[src/hw/rtl/stsp_pkg.sv]
`timescale 1ns / 1ps

package stsp_pkg;

	// Field widths of the channels
	localparam int FUNC_W      = 3;
	localparam int ADDR_W      = 12;
	localparam int SAMPLE_W    = 16;
	localparam int ACC_W       = 32;
	localparam int COUNT_W     = 13;
	localparam int GAIN_CODE_W = 8;
	localparam int CFG_INDEX_W = 3;
	localparam int CFG_DATA_W  = 13;

	// Gain is 1024 * 10^(h/40); the largest 8-bit code needs 21 bits
	localparam int GAIN_W    = 21;
	localparam int FRAC_BITS = 10;

	localparam int SAMPLE_DEPTH_DEFAULT = 4096;
	localparam int QUEUE_DEPTH_DEFAULT  = 2;

	// Q32 step factors for +0.5 dB and -0.5 dB
	localparam logic [63:0] STEP_UP_Q32   = 64'd4549460108;
	localparam logic [63:0] STEP_DOWN_Q32 = 64'd4054710589;
	localparam logic [63:0] LOW32         = 64'h0000_0000_FFFF_FFFF;

	typedef enum logic [FUNC_W-1:0] {
		FUNC_WRITE = 3'd0,
		FUNC_PLAY  = 3'd1,
		FUNC_STOP  = 3'd2,
		FUNC_TICK  = 3'd3,
		FUNC_MIX   = 3'd4
	} func_t;

	typedef enum logic [CFG_INDEX_W-1:0] {
		CFG_SAMPLE_COUNT = 3'd0,
		CFG_LOOP_ENABLE  = 3'd1,
		CFG_MUTE_ENABLE  = 3'd2,
		CFG_GAIN_LEFT    = 3'd3,
		CFG_GAIN_RIGHT   = 3'd4
	} cfg_index_t;

	// What the back end does to the current samples
	typedef enum logic [1:0] {
		FETCH_NONE = 2'd0,
		FETCH_MEM  = 2'd1,
		FETCH_ZERO = 2'd2
	} fetch_t;

	// One classified item in the queue
	typedef struct packed {
		func_t                       op;
		logic                        wr_ok;
		logic [ADDR_W-1:0]           address;
		logic signed [SAMPLE_W-1:0]  left_value;
		logic signed [SAMPLE_W-1:0]  right_value;
		logic signed [ACC_W-1:0]     mix_in_left;
		logic signed [ACC_W-1:0]     mix_in_right;
	} item_t;

	// Settled configuration seen by the back end
	typedef struct packed {
		logic              loop_enable;
		logic              mute_enable;
		logic [GAIN_W-1:0] gain_left;
		logic [GAIN_W-1:0] gain_right;
	} cfg_t;

	typedef logic [(1 << GAIN_CODE_W)-1:0][GAIN_W-1:0] gain_rom_t;

	// Width of the effective length: holds the sample count and the depth
	function automatic int len_w(int depth);
		int aw1;
		aw1 = $clog2(depth) + 1;
		return (aw1 > COUNT_W) ? aw1 : COUNT_W;
	endfunction

	// Repeated Q32 multiply by the half-dB step, then round to integer
	function automatic logic [GAIN_W-1:0] gain_from_code(logic [GAIN_CODE_W-1:0] code);
		logic [63:0] acc;
		logic [63:0] step;
		logic [63:0] ah;
		logic [63:0] al;
		logic [63:0] bh;
		logic [63:0] bl;
		int          n;
		acc  = 64'd1024 << 32;
		step = code[GAIN_CODE_W-1] ? STEP_DOWN_Q32 : STEP_UP_Q32;
		n    = code[GAIN_CODE_W-1] ? ((1 << GAIN_CODE_W) - int'(code)) : int'(code);
		bh   = step >> 32;
		bl   = step & LOW32;
		for (int i = 0; i < (1 << (GAIN_CODE_W - 1)); i++) begin
			if (i < n) begin
				ah  = acc >> 32;
				al  = acc & LOW32;
				acc = ((ah * bh) << 32) + ah * bl + al * bh + ((al * bl) >> 32);
			end
		end
		return GAIN_W'((acc + 64'h0000_0000_8000_0000) >> 32);
	endfunction

	function automatic gain_rom_t build_gain_rom();
		gain_rom_t rom;
		for (int c = 0; c < (1 << GAIN_CODE_W); c++) begin
			rom[c] = gain_from_code(GAIN_CODE_W'(c));
		end
		return rom;
	endfunction

	localparam gain_rom_t GAIN_ROM = build_gain_rom();

endpackage

[src/hw/rtl/stsp_queue.sv]
`timescale 1ns / 1ps

module stsp_queue #(
	parameter int DEPTH = stsp_pkg::QUEUE_DEPTH_DEFAULT
) (
	input  logic            clk,
	input  logic            arst_n,
	input  logic            push,
	input  stsp_pkg::item_t push_item,
	output logic            full,
	output logic            head_valid,
	input  logic            pop_ready,
	output stsp_pkg::item_t head_item
);

	localparam int PW = $clog2(DEPTH);
	localparam int CW = $clog2(DEPTH + 1);

	stsp_pkg::item_t entry_q [DEPTH];
	logic [PW-1:0]   wr_ptr_q;
	logic [PW-1:0]   rd_ptr_q;
	logic [CW-1:0]   cnt_q;
	logic            pop;

	assign full       = (cnt_q == CW'(DEPTH));
	assign head_valid = (cnt_q != '0);
	assign head_item  = entry_q[rd_ptr_q];
	assign pop        = head_valid && pop_ready;

	// Entry storage
	always_ff @(posedge clk) begin
		if (push) begin
			entry_q[wr_ptr_q] <= push_item;
		end
	end

	// Pointers and fill count
	always_ff @(posedge clk or negedge arst_n) begin
		if (!arst_n) begin
			wr_ptr_q <= '0;
			rd_ptr_q <= '0;
			cnt_q    <= '0;
		end else begin
			if (push) begin
				wr_ptr_q <= (wr_ptr_q == PW'(DEPTH - 1)) ? '0 : wr_ptr_q + PW'(1);
			end
			if (pop) begin
				rd_ptr_q <= (rd_ptr_q == PW'(DEPTH - 1)) ? '0 : rd_ptr_q + PW'(1);
			end
			if (push && !pop) begin
				cnt_q <= cnt_q + CW'(1);
			end else if (pop && !push) begin
				cnt_q <= cnt_q - CW'(1);
			end
		end
	end

endmodule

[config.mk]
export PLATFORM = sky130hd
export DESIGN_NAME = stsp_queue
export DESIGN_NICKNAME = d
export VERILOG_FILES = /design/src/hw/rtl/stsp_pkg.sv /design/src/hw/rtl/stsp_queue.sv
export SDC_FILE = /design/constraint.sdc
export NUM_CORES = 1
export LEC_CHECK = 0
export ABC_AREA = 0
export BUFFER_PORTS_ARGS = -buffer_cell sky130_fd_sc_hd__buf_2
export CAP_MARGIN = 20
export CORE_UTILIZATION = 52
export CTS_CLUSTER_SIZE = 14
export DETAILED_ROUTE_END_ITERATION = 8
export GPL_TIMING_DRIVEN = 1
export MAX_ROUTING_LAYER = met4
export PLACE_DENSITY = 0.79
export SLEW_MARGIN = 20
export SYNTH_ARGS = -nofsm -noshare
export SYNTH_HDL_FRONTEND = slang
export SYNTH_SLANG_ARGS = --single-unit
[constraint.sdc]
create_clock -name clk -period 7.1 [get_ports clk]
set_clock_uncertainty 0.2 [all_clocks]
set_input_delay 1.42 -clock clk [delete_from_list [all_inputs] [get_ports clk]]
set_output_delay 1.42 -clock clk [all_outputs]
set_load 0.1 [all_outputs]
### After elaboration in Yosys (flattened, before gate mapping)

Memory sizes are Yosys's and may differ from the RTL's.
Index checks and enable logic that the tools add are counted.
Widths: inputs -> output; s select.

* add/subtract/negate cells: 4
* multipliers: 0
* divide/modulo/power cells: 0
* magnitude comparators: 0
* equality and inequality tests: 1
* shift-type cells: 0
* mux-type cells: 6
* bitwise operators: 0
* reduce and logical (&&, ||, !) cells: 7

Operator list (count)
* $mux 1: 4
* $mux 2: 2
* $reduce_bool 2->1: 2
* $logic_and 1x1->1: 3
* $add 1x1->1 const B: 2
* $add 2x1->2 const B: 1
* $eq 2x2->1 const B: 1
* $logic_not 1->1: 2
* $sub 2x1->2 const B: 1

* bits in registers: 4
* latch bits: 0
* memory bits (writable): 224
* ROM bits: 0
* input port bits: 116
* output and inout port bits: 114
* memories kept: 1

Memories
* entry_q: depth 2, bits a word 112, read ports 1, clocked after memory_dff 0, write ports 1, RTL line stsp_queue.sv:19 `stsp_pkg::item_t entry_q [DEPTH];`

### Logic depth before layout (Yosys ltp)

Gate-level depths: netlist (run 1).

* depth after elaboration: 5
* mapped depth: 6

### Least setup slack after synthesis (run 1)

No wires, ideal clock.

* path kind: input-to-reg
* start: in push
* end: mem entry_q[0][0] (netlist name), enable pin
* setup time: 0.597 ns
* arrival time: 6.285 ns
* path slack: 0.018 ns
* stages on the path: 1
* buffers on the path: 0
* cell sequence: nor2b_1

* word-level cells in the longest chain between the ends: 2

RTL lines
* start, declared: RTL line stsp_queue.sv:8 `input logic push,`
* $mux 1: RTL line stsp_queue.sv:32 `if (push) begin`
* $mux 1 (not written as such): RTL line stsp_queue.sv:33 `entry_q[wr_ptr_q] <= push_item;`
* end, declared: RTL line stsp_queue.sv:19

Every way passes these cells.

==> reports/results.ini, run 1 <==
[outcome]
status = finished clean

[timing]
setup_viol = 0
period_share = 0.679
max_freq_mhz = 207
finalHoldViolCount = 0
rsz0062_at_grt = false
slew_headroom = 0.275
setup_tns_ns = 0
slew_viol_final = 0
tightestPinTransition_ns = 1.09
layout_min_cycle_time_ns = 4.82

[synthesis]
synth_fp_nets = 482
synth-compound-area-share = 0
postSynthAreaPerCell_um2 = 23.5
synth_top_area_share = 0.785
synth_top_family_by_area = multiplexers
ys_ff_latch = 228
synth_area_mm2 = 0.00856
yosysTopAreaCell = edfxtp_1
ys_top_cells_by_area = edfxtp_1 79%, mux2_4 12%, mux2_2 5.5%, dfrtp_1 1.2%, buf_6 1.1%
synth.area.mux_share = 0.178
yosysWarnings = 0
synth_xor_area_frac = 0.00511
synth_fa_ha_area_frac = 0.00146
synth-simple-area-share = 0.00380
ys_seq_area_frac = 0.797
synth_cells = 365
synth.distinct_cells = 15

[grt]
grt_antenna_before_repair = 3
grt_start_max_net_pins = 70
grt.total_usage = 0.175
grt_overflow_total = 0
grt_pass1_vias = 4300
grt_pass1_wl_mm = 21.6

[final_layout]
final_common_cell = buf_2
layout-drive-gt1-share = 0.606
layout_common_cells = 229 x buf_2, 224 x edfxtp_1, 70 x mux2_4
synthToLayoutAreaGrowth_pct = 23.6
fin_nets = 727

[drt]
vias = 4228
vias_per_cell = 5.00
ant_nets = 0
drc_errors = 0
first_pass_iters = 6
drt_iter0_drc = 214
wire_per_inst_um = 17.8
wirelength_mm = 15.0

[clocking]
cts-buffers-inserted = 23
cts_tree = built
worst_skew_pair.late_latency_ns = 0.48
clock_sinks = 228
htree_num_levels = 1
cts_max_path_buffers = 3
cts_root_buf = clkbuf_16
holdBufCountCts = 0
postCtsResizedCells = 0
clkSlewWorstSetupHoldPaths_ns = 0.06
postCtsSetupBuffers = 0

[setup_path]
path_max_fanout = 69
reg2reg_from = wr_ptr_q
critPathArrivalTime_ns = 3.20
critPathLaunch = rd_ptr_q
reg2reg_setup_slack_ns = 4.64
required_ns = 5.48
r2r-end = entry_q[1][73]
worst-r2r-cell-count = 2
endpoint = head_item[50]
crit_path_end_kind = primary output
start_kind = flip-flop
crit_type = flip-flop to primary output

[die]
die_x_um = 130
die_y_um = 130
num_rows = 46
core-area_mm2 = 0.0160
io_pins = 230
start_util = 0.535
dieArea_mm2 = 0.0170

[place]
dp_hpwl_mm = 9.97
port_buffers = 229
routabilityCongestion = 0.711

[min_path]
hold_class = flip-flop to flip-flop

[flow_run]
maxCapViolCount = 0

## how the worst min path moves through the flow
| stage | startpoint | to | slack (ns) | cells after the start |
|---|---|---|---|---|
| 3_3_place_gp | cnt_q[1] | cnt_q[1] | 0.26 | 1 |
| 5_1_grt | cnt_q[1] | cnt_q[1] | 0.32 | 1 |
| 4_1_cts | cnt_q[1] | cnt_q[1] | 0.30 | 1 |
| 2_1_floorplan | cnt_q[1] | cnt_q[1] | 0.25 | 1 |
| 6_report | cnt_q[1] | cnt_q[1] | 0.30 | 1 |
| 3_5_place_dp | cnt_q[1] | cnt_q[1] | 0.28 | 1 |
## worst max-delay path: stages (launching register included)
cell,delay [ns]
dfrtp_4,1.14
buf_4,0.78
mux2_4,0.28
buf_2,0.43
## cell usage after synthesis, drive strengths merged
cell type	n
nand2	1
nor2b	2
mux2	112
dfrtp	4
ha	1
xor2	3
and2	1
xnor2	2
nor2	1
buf	13
edfxtp	224
or2	1
## through the flow
step	instances	hold WS (ns)	setup slack (ns)	utilization	cell area (um2)
floorplan	365	0.247	0.0178	-	8560
global placement	801	0.263	2.81	0.619	9900
detailed placement	801	0.283	2.78	0.619	9900
CTS	841	0.303	2.24	0.661	10600
global route	844	0.323	2.13	0.661	10600
finish	845	0.302	2.28	0.662	10600
## flip-flops by register name (all words and copies together) (netlist names)
register and cells:
entry_q 224, cnt_q 2, rd_ptr_q 1, wr_ptr_q 1
## cell type report
class	instances	area (um2)
diodes	4	10.0
clock buffers	26	587
clock inverters	14	90.1
fillers	1107	5410
multi-input cells	124	1620
flip-flops and latches	228	6830
well taps	216	270
repair buffers	233	1180
## cells by family after synthesis
kind of cell,Yosys count
XOR/XNOR,5
adder cells (fa/ha/maj),1
buffers and inverters,13
flip-flops,228
multiplexers,112
AND/OR/NAND/NOR,6
## per-layer routing
layer | part of all wire | global-route usage
met1 | 0.40 | 0.205
met2 | 0.50 | 0.295
met3 | 0.077 | 0.0447
met4 | 0.017 | 0.0595
met5 | 0 | -
Power of run 1 is left out: the tool's default activity adds up to more than one toggle a clock period on the data nets, which glitch-free logic cannot reach.
==> inputs of run 2 (changes only) <==
clock period = 4.75 ns   (was 7.1 ns; I/O delays follow)
==> run 2 against run 1 <==
Count of clock-buffer cells in the layout rose by 4. Critical path depth unchanged. Cell count down 0.12%. Worst hold slack got worse by 0.25 ns.
==> reports/results.ini, run 2 (synthesized netlist as in run 1, its figures left out) <==
[grt]
grt_overflow_total = 0  ; unchanged
use_met1 = 0.211  ; +0.00606
grt_pass1_vias = 4340  ; +0.93%
grt_antenna_before_repair = 1  ; -2
grt_busiest_layer = met2
grt_start_max_net_pins = 70  ; unchanged
grt.total_usage = 0.180  ; +0.00442
grt_pass1_wl_mm = 21.8  ; +1.1%
grt_use_met2 = 0.309  ; +0.0141
grt_use_met3 = 0.0418  ; -0.00287

[clocking]
cts_max_path_buffers = 3  ; unchanged
cts_root_buf = clkbuf_16
clkSlewWorstSetupHoldPaths_ns = 0.06  ; about the same
postCtsResizedCells = 0  ; unchanged
holdBufCountCts = 0  ; unchanged
worst_skew_pair.late_latency_ns = 0.49  ; about the same
cts_tree = built
htree_num_levels = 1  ; unchanged
postCtsSetupBuffers = 0  ; unchanged
cts-buffers-inserted = 23  ; unchanged
clock_sinks = 228  ; unchanged

[final_layout]
fin_nets = 728  ; +0.14%
final_common_cell = buf_2
layout_common_cells = 229 x buf_2, 224 x edfxtp_1, 70 x mux2_4
layout-drive-gt1-share = 0.612  ; +0.00604
reg_top3 = entry_q: 224 flops, cnt_q: 2 flops
top_register = entry_q
largest_register_ffs = 224  ; unchanged
synthToLayoutAreaGrowth_pct = 25.0

[die]
die_x_um = 130  ; unchanged
dieArea_mm2 = 0.0170  ; unchanged
core-area_mm2 = 0.0160  ; unchanged
die_y_um = 130  ; unchanged
start_util = 0.535  ; unchanged
io_pins = 230  ; unchanged
num_rows = 46  ; unchanged

[timing]
setup_tns_ns = 0  ; unchanged
finalHoldViolCount = 0  ; unchanged
setup_viol = 0  ; unchanged
slew_viol_final = 0  ; unchanged
rsz0062_at_grt = false
max_freq_mhz = 291
slew_headroom = 0.380  ; +0.104
layout_min_cycle_time_ns = 3.44
tightestPinTransition_ns = 0.930  ; -0.157 ns
period_share = 0.724

[setup_path]
crit_path_end_kind = primary output
required_ns = 3.60  ; -1.88 ns
path_max_fanout = 51  ; -26%
crit_type = flip-flop to primary output
start_kind = flip-flop
critPathLaunch = rd_ptr_q
reg2reg_from = wr_ptr_q
worst-r2r-cell-count = 2  ; unchanged
reg2reg_setup_slack_ns = 2.61  ; -2.03 ns
r2r-end = entry_q[1][18]
critPathArrivalTime_ns = 2.29  ; -0.91 ns

[outcome]
status = finished clean

[drt]
vias = 4240  ; +0.28%
vias_per_cell = 5.02  ; +0.40%
wirelength_mm = 15.4  ; +2.2%
drt_iter0_drc = 263  ; +23%
drc_errors = 0  ; unchanged
first_pass_iters = 6  ; unchanged
ant_nets = 0  ; unchanged
wire_per_inst_um = 18.2  ; +2.3%

[place]
routabilityCongestion = 0.708  ; -0.45%
dp_hpwl_mm = 10.1  ; +1.1%
port_buffers = 229  ; unchanged

[flow_run]
maxCapViolCount = 0  ; unchanged

[min_path]
hold_class = input port to asynchronous set/reset pin

-- run 2: cell count changes in the layout (fill, tap and decap cells not counted), sizes merged --
cell / delta
bufinv: +3
inv: +1
clkbuf: +4
diode: -3
buf: +1
clkinv: -8
clkinvlp: +1
-- run 2: final cells by class --
class | instances | area (um2)
sequential | 228 | 6830
fill | 1113 | 5290
multi-input combinational | 124 | 1620
timing repair buffer | 234 | 1210
clock buffer | 30 | 612
tap | 216 | 270
clock inverter | 11 | 160
antenna | 1 | 2.50
-- run 2: how the worst max path moves through the flow --
stage                      to  slack [ns]  depth (start not counted)
6_report       head_item[107]        1.31                          3
5_1_grt        head_item[109]        1.22                          3
4_1_cts        head_item[107]        1.28                          3
3_5_place_dp   head_item[107]        1.83                          3
3_3_place_gp   head_item[107]        1.85                          3
2_1_floorplan   entry_q[0][0]        0.24                          1
-- run 2: stage by stage --
stage	hold slack, ns	utilization	instances	instance area [um2]	worst slack [ns]
floorplan	0.247	-	365	8570	0.241
global placement	0.264	0.621	802	9930	1.85
detailed placement	0.281	0.621	802	9930	1.83
CTS	0.0311	0.669	843	10700	1.28
global route	0.0351	0.669	844	10700	1.22
finish	0.0535	0.669	844	10700	1.31
-- run 2: critical path: stages (launching register included) --
cell     delay (ns)
dfrtp_4        0.42
buf_4          0.59
mux2_2         0.30
buf_2          0.42
-- run 2: metal layers --
metal | part of all wire | wire length (um) | up-vias
li1 | - | - | 1944
met1 | 0.39 | 6040 | 2084
met2 | 0.51 | 7820 | 185
met3 | 0.076 | 1170 | 27
met4 | 0.022 | 331 | 0
met5 | 0 | 0 | -
Power of run 2 is left out for the same reason.
==> inputs of run 3 (changes only) <==
ABC_AREA = 1   (was 0)
clock period = 3.6 ns   (was 4.75 ns; I/O delays follow)
==> run 3 against run 2 <==
Non-clock buffer count grew 3. Critical endpoint is now head_item[82]. Synthesized cell count grew 68%. Global-route usage grew 1.4 points. Critical path type unchanged. Worst hold slack gained 0.16 ns. Critical path depth grew 2. Design area shrank 2.4%. Die area shrank 2.0%.
==> reports/results.ini, run 3 <==
[outcome]
status = finished clean

[synthesis]
synth_edf_count = 224  ; unchanged
ys_top_cells_by_area = edfxtp_1 80%, nand2_1 15%, buf_6 1.2%, dfrtp_1 1.2%, buf_2 0.84%
yosysTopAreaCell = edfxtp_1
synth.most_common_cell = nand2_1
async_reset_ff_frac = 0.0175  ; unchanged
synth_area_mm2 = 0.00839  ; -2.0%
synth.distinct_cells = 14  ; -1
postSynthAreaPerCell_um2 = 13.7  ; -42%
synth_fp_nets = 730  ; +51%
yosysWarnings = 0  ; unchanged
synth_top_area_share = 0.802  ; +0.0163
synth_ff_type = edfxtp_1
ys_top_cells_by_count = 345 x nand2_1, 224 x edfxtp_1, 14 x buf_2
ys_ff_latch = 228  ; unchanged
ys_seq_area_frac = 0.814  ; +0.0165
synth_cells = 613  ; +68%

[drt]
drc_errors = 0  ; unchanged
drt_iter0_drc = 312  ; +19%
vias = 5190  ; +22%
ant_nets = 0  ; unchanged
first_pass_iters = 4  ; -2
wire_per_inst_um = 14.7  ; -19%
vias_per_cell = 4.80  ; -4.5%
wirelength_mm = 15.9  ; +3.7%

[timing]
setup_viol = 0  ; unchanged
rsz0062_at_grt = false
fin_ws_ns = 0.431  ; -0.879 ns
slew_viol_final = 0  ; unchanged
slew_headroom = 0.648  ; +0.268
tightestPinTransition_ns = 0.528  ; -0.402 ns
worst_hold_slack_ns = 0.216  ; +0.163 ns
layout_min_cycle_time_ns = 3.17
max_freq_mhz = 316
period_share = 0.880
finalHoldViolCount = 0  ; unchanged

[place]
dp_hpwl_mm = 10.1  ; about the same
place_worst_setup_slack_ns = 0.934  ; -0.893 ns
routabilityCongestion = 0.749  ; +5.8%
port_buffers = 229  ; unchanged
placed_area_mm2 = 0.00979  ; -1.4%

[grt]
grt.total_usage = 0.194  ; +0.0144
grt_pass1_vias = 4881  ; +12%
grt_start_max_net_pins = 114  ; +63%
grt_antenna_before_repair = 1  ; unchanged
grt_overflow_total = 0  ; unchanged
grt_pass1_wl_mm = 24.0  ; +10%

[die]
die_x_um = 129  ; -1.0%
num_rows = 46  ; unchanged
dieArea_mm2 = 0.0166  ; -2.0%
io_pins = 230  ; unchanged
die_y_um = 129  ; -1.0%
start_util = 0.530  ; -0.00515
core-area_mm2 = 0.0158  ; -1.1%

[setup_path]
path_max_fanout = 58  ; +14%
start_kind = flip-flop
crit_top_cell = nand2_1
required_ns = 2.68  ; -0.92 ns
crit_path_end_kind = primary output
critPathArrivalTime_ns = 2.25  ; -0.04 ns
crit_path_max_incr_delay_ns = 0.50  ; -0.09 ns
cpMaxStageDelayCell = dfrtp_4
crit_type = flip-flop to primary output
cp_cell_sequence = inv_4 > buf_12 > nand2_1 > nand2_1 > buf_2

[clocking]
clock_sinks = 228  ; unchanged
postCtsSetupBuffers = 0  ; unchanged
cts_root_buf = clkbuf_16
htree_num_levels = 1  ; unchanged
postCtsResizedCells = 0  ; unchanged
clkSlewWorstSetupHoldPaths_ns = 0.06  ; about the same
cts_max_path_buffers = 3  ; unchanged
cts_tree = built
worst_skew_pair.late_latency_ns = 0.48  ; about the same
cts-buffers-inserted = 23  ; unchanged
holdBufCountCts = 1  ; +1

[final_layout]
layout-drive-gt1-share = 0.306  ; -0.306
top_register = entry_q
fin_nets = 967  ; +33%
layout_common_cells = 345 x nand2_1, 226 x buf_2, 224 x edfxtp_1
fin_area_mm2 = 0.0104  ; -2.4%
final_common_cell = nand2_1
largest_register_ffs = 224  ; unchanged
synthToLayoutAreaGrowth_pct = 24.5
final_util = 0.660  ; -0.00899
reg_top3 = entry_q: 224 flops, cnt_q: 2 flops

[min_path]
hold_class = input port to flip-flop

[flow_run]
maxCapViolCount = 0  ; unchanged

run 3: per-layer routing:
layer	GRT usage	part of all wire	routed length, um	vias to the layer above
met2	0.331	0.51	8100	224
met4	0.0526	0.013	209	0
met1	0.231	0.39	6270	2400
li1	-	-	-	2543
met3	0.0471	0.085	1360	23
met5	-	0	0	-
run 3: critical path, delay by kind of cell (launching register included):
family	cells	cell delay (ns)
and+or+nand+nor	2	0.17
buffers and inverters	3	1.03
DFF	1	0.50
run 3: logic make-up (layout without fill, tap and decap cells):
family,count (synthesis),after routing,share of synthesized area
xor gates and xnor gates,2,2,0.00209
adders and majority gates,1,1,0.00149
buffers and inverters,32,284,0.0256
DFF,228,228,0.814
other,0,1,0
and+or+nand+nor,350,350,0.157
run 3: layout make-up:
cell class	count	area [um2]
diodes	1	2.50
clock buffers	27	591
clock inverters	13	51.3
fillers	1135	5380
inverters	7	31.3
multi-input cells	353	1360
flip-flops and latches	228	6830
well taps	216	270
repair buffers	237	1320
run 3: final timing paths:
check | startpoint | end | depth (start not counted) | slack (ns)
max | rd_ptr_q | head_item[82] | 5 | 0.43
min | push_item[82] | entry_q[0][82] | 1 | 0.22
max reg2reg | wr_ptr_q | entry_q[1][45] | 3 | 1.77
min reg2reg | cnt_q[1] | cnt_q[1] | 2 | 0.29
max in group asynchronous | arst_n | rd_ptr_q | 2 | 2.68
min in group asynchronous | arst_n | cnt_q[0] | 2 | 0.38
run 3: through the flow:
| step | TNS, ns | cells |
|---|---|---|
| finish | 0 | 1082 |
| global route | 0 | 1082 |
| CTS | 0 | 1081 |
| detailed placement | 0 | 1040 |
| global placement | 0 | 1040 |
| floorplan | -0.855 | 613 |
Power of run 3 is left out for the same reason.
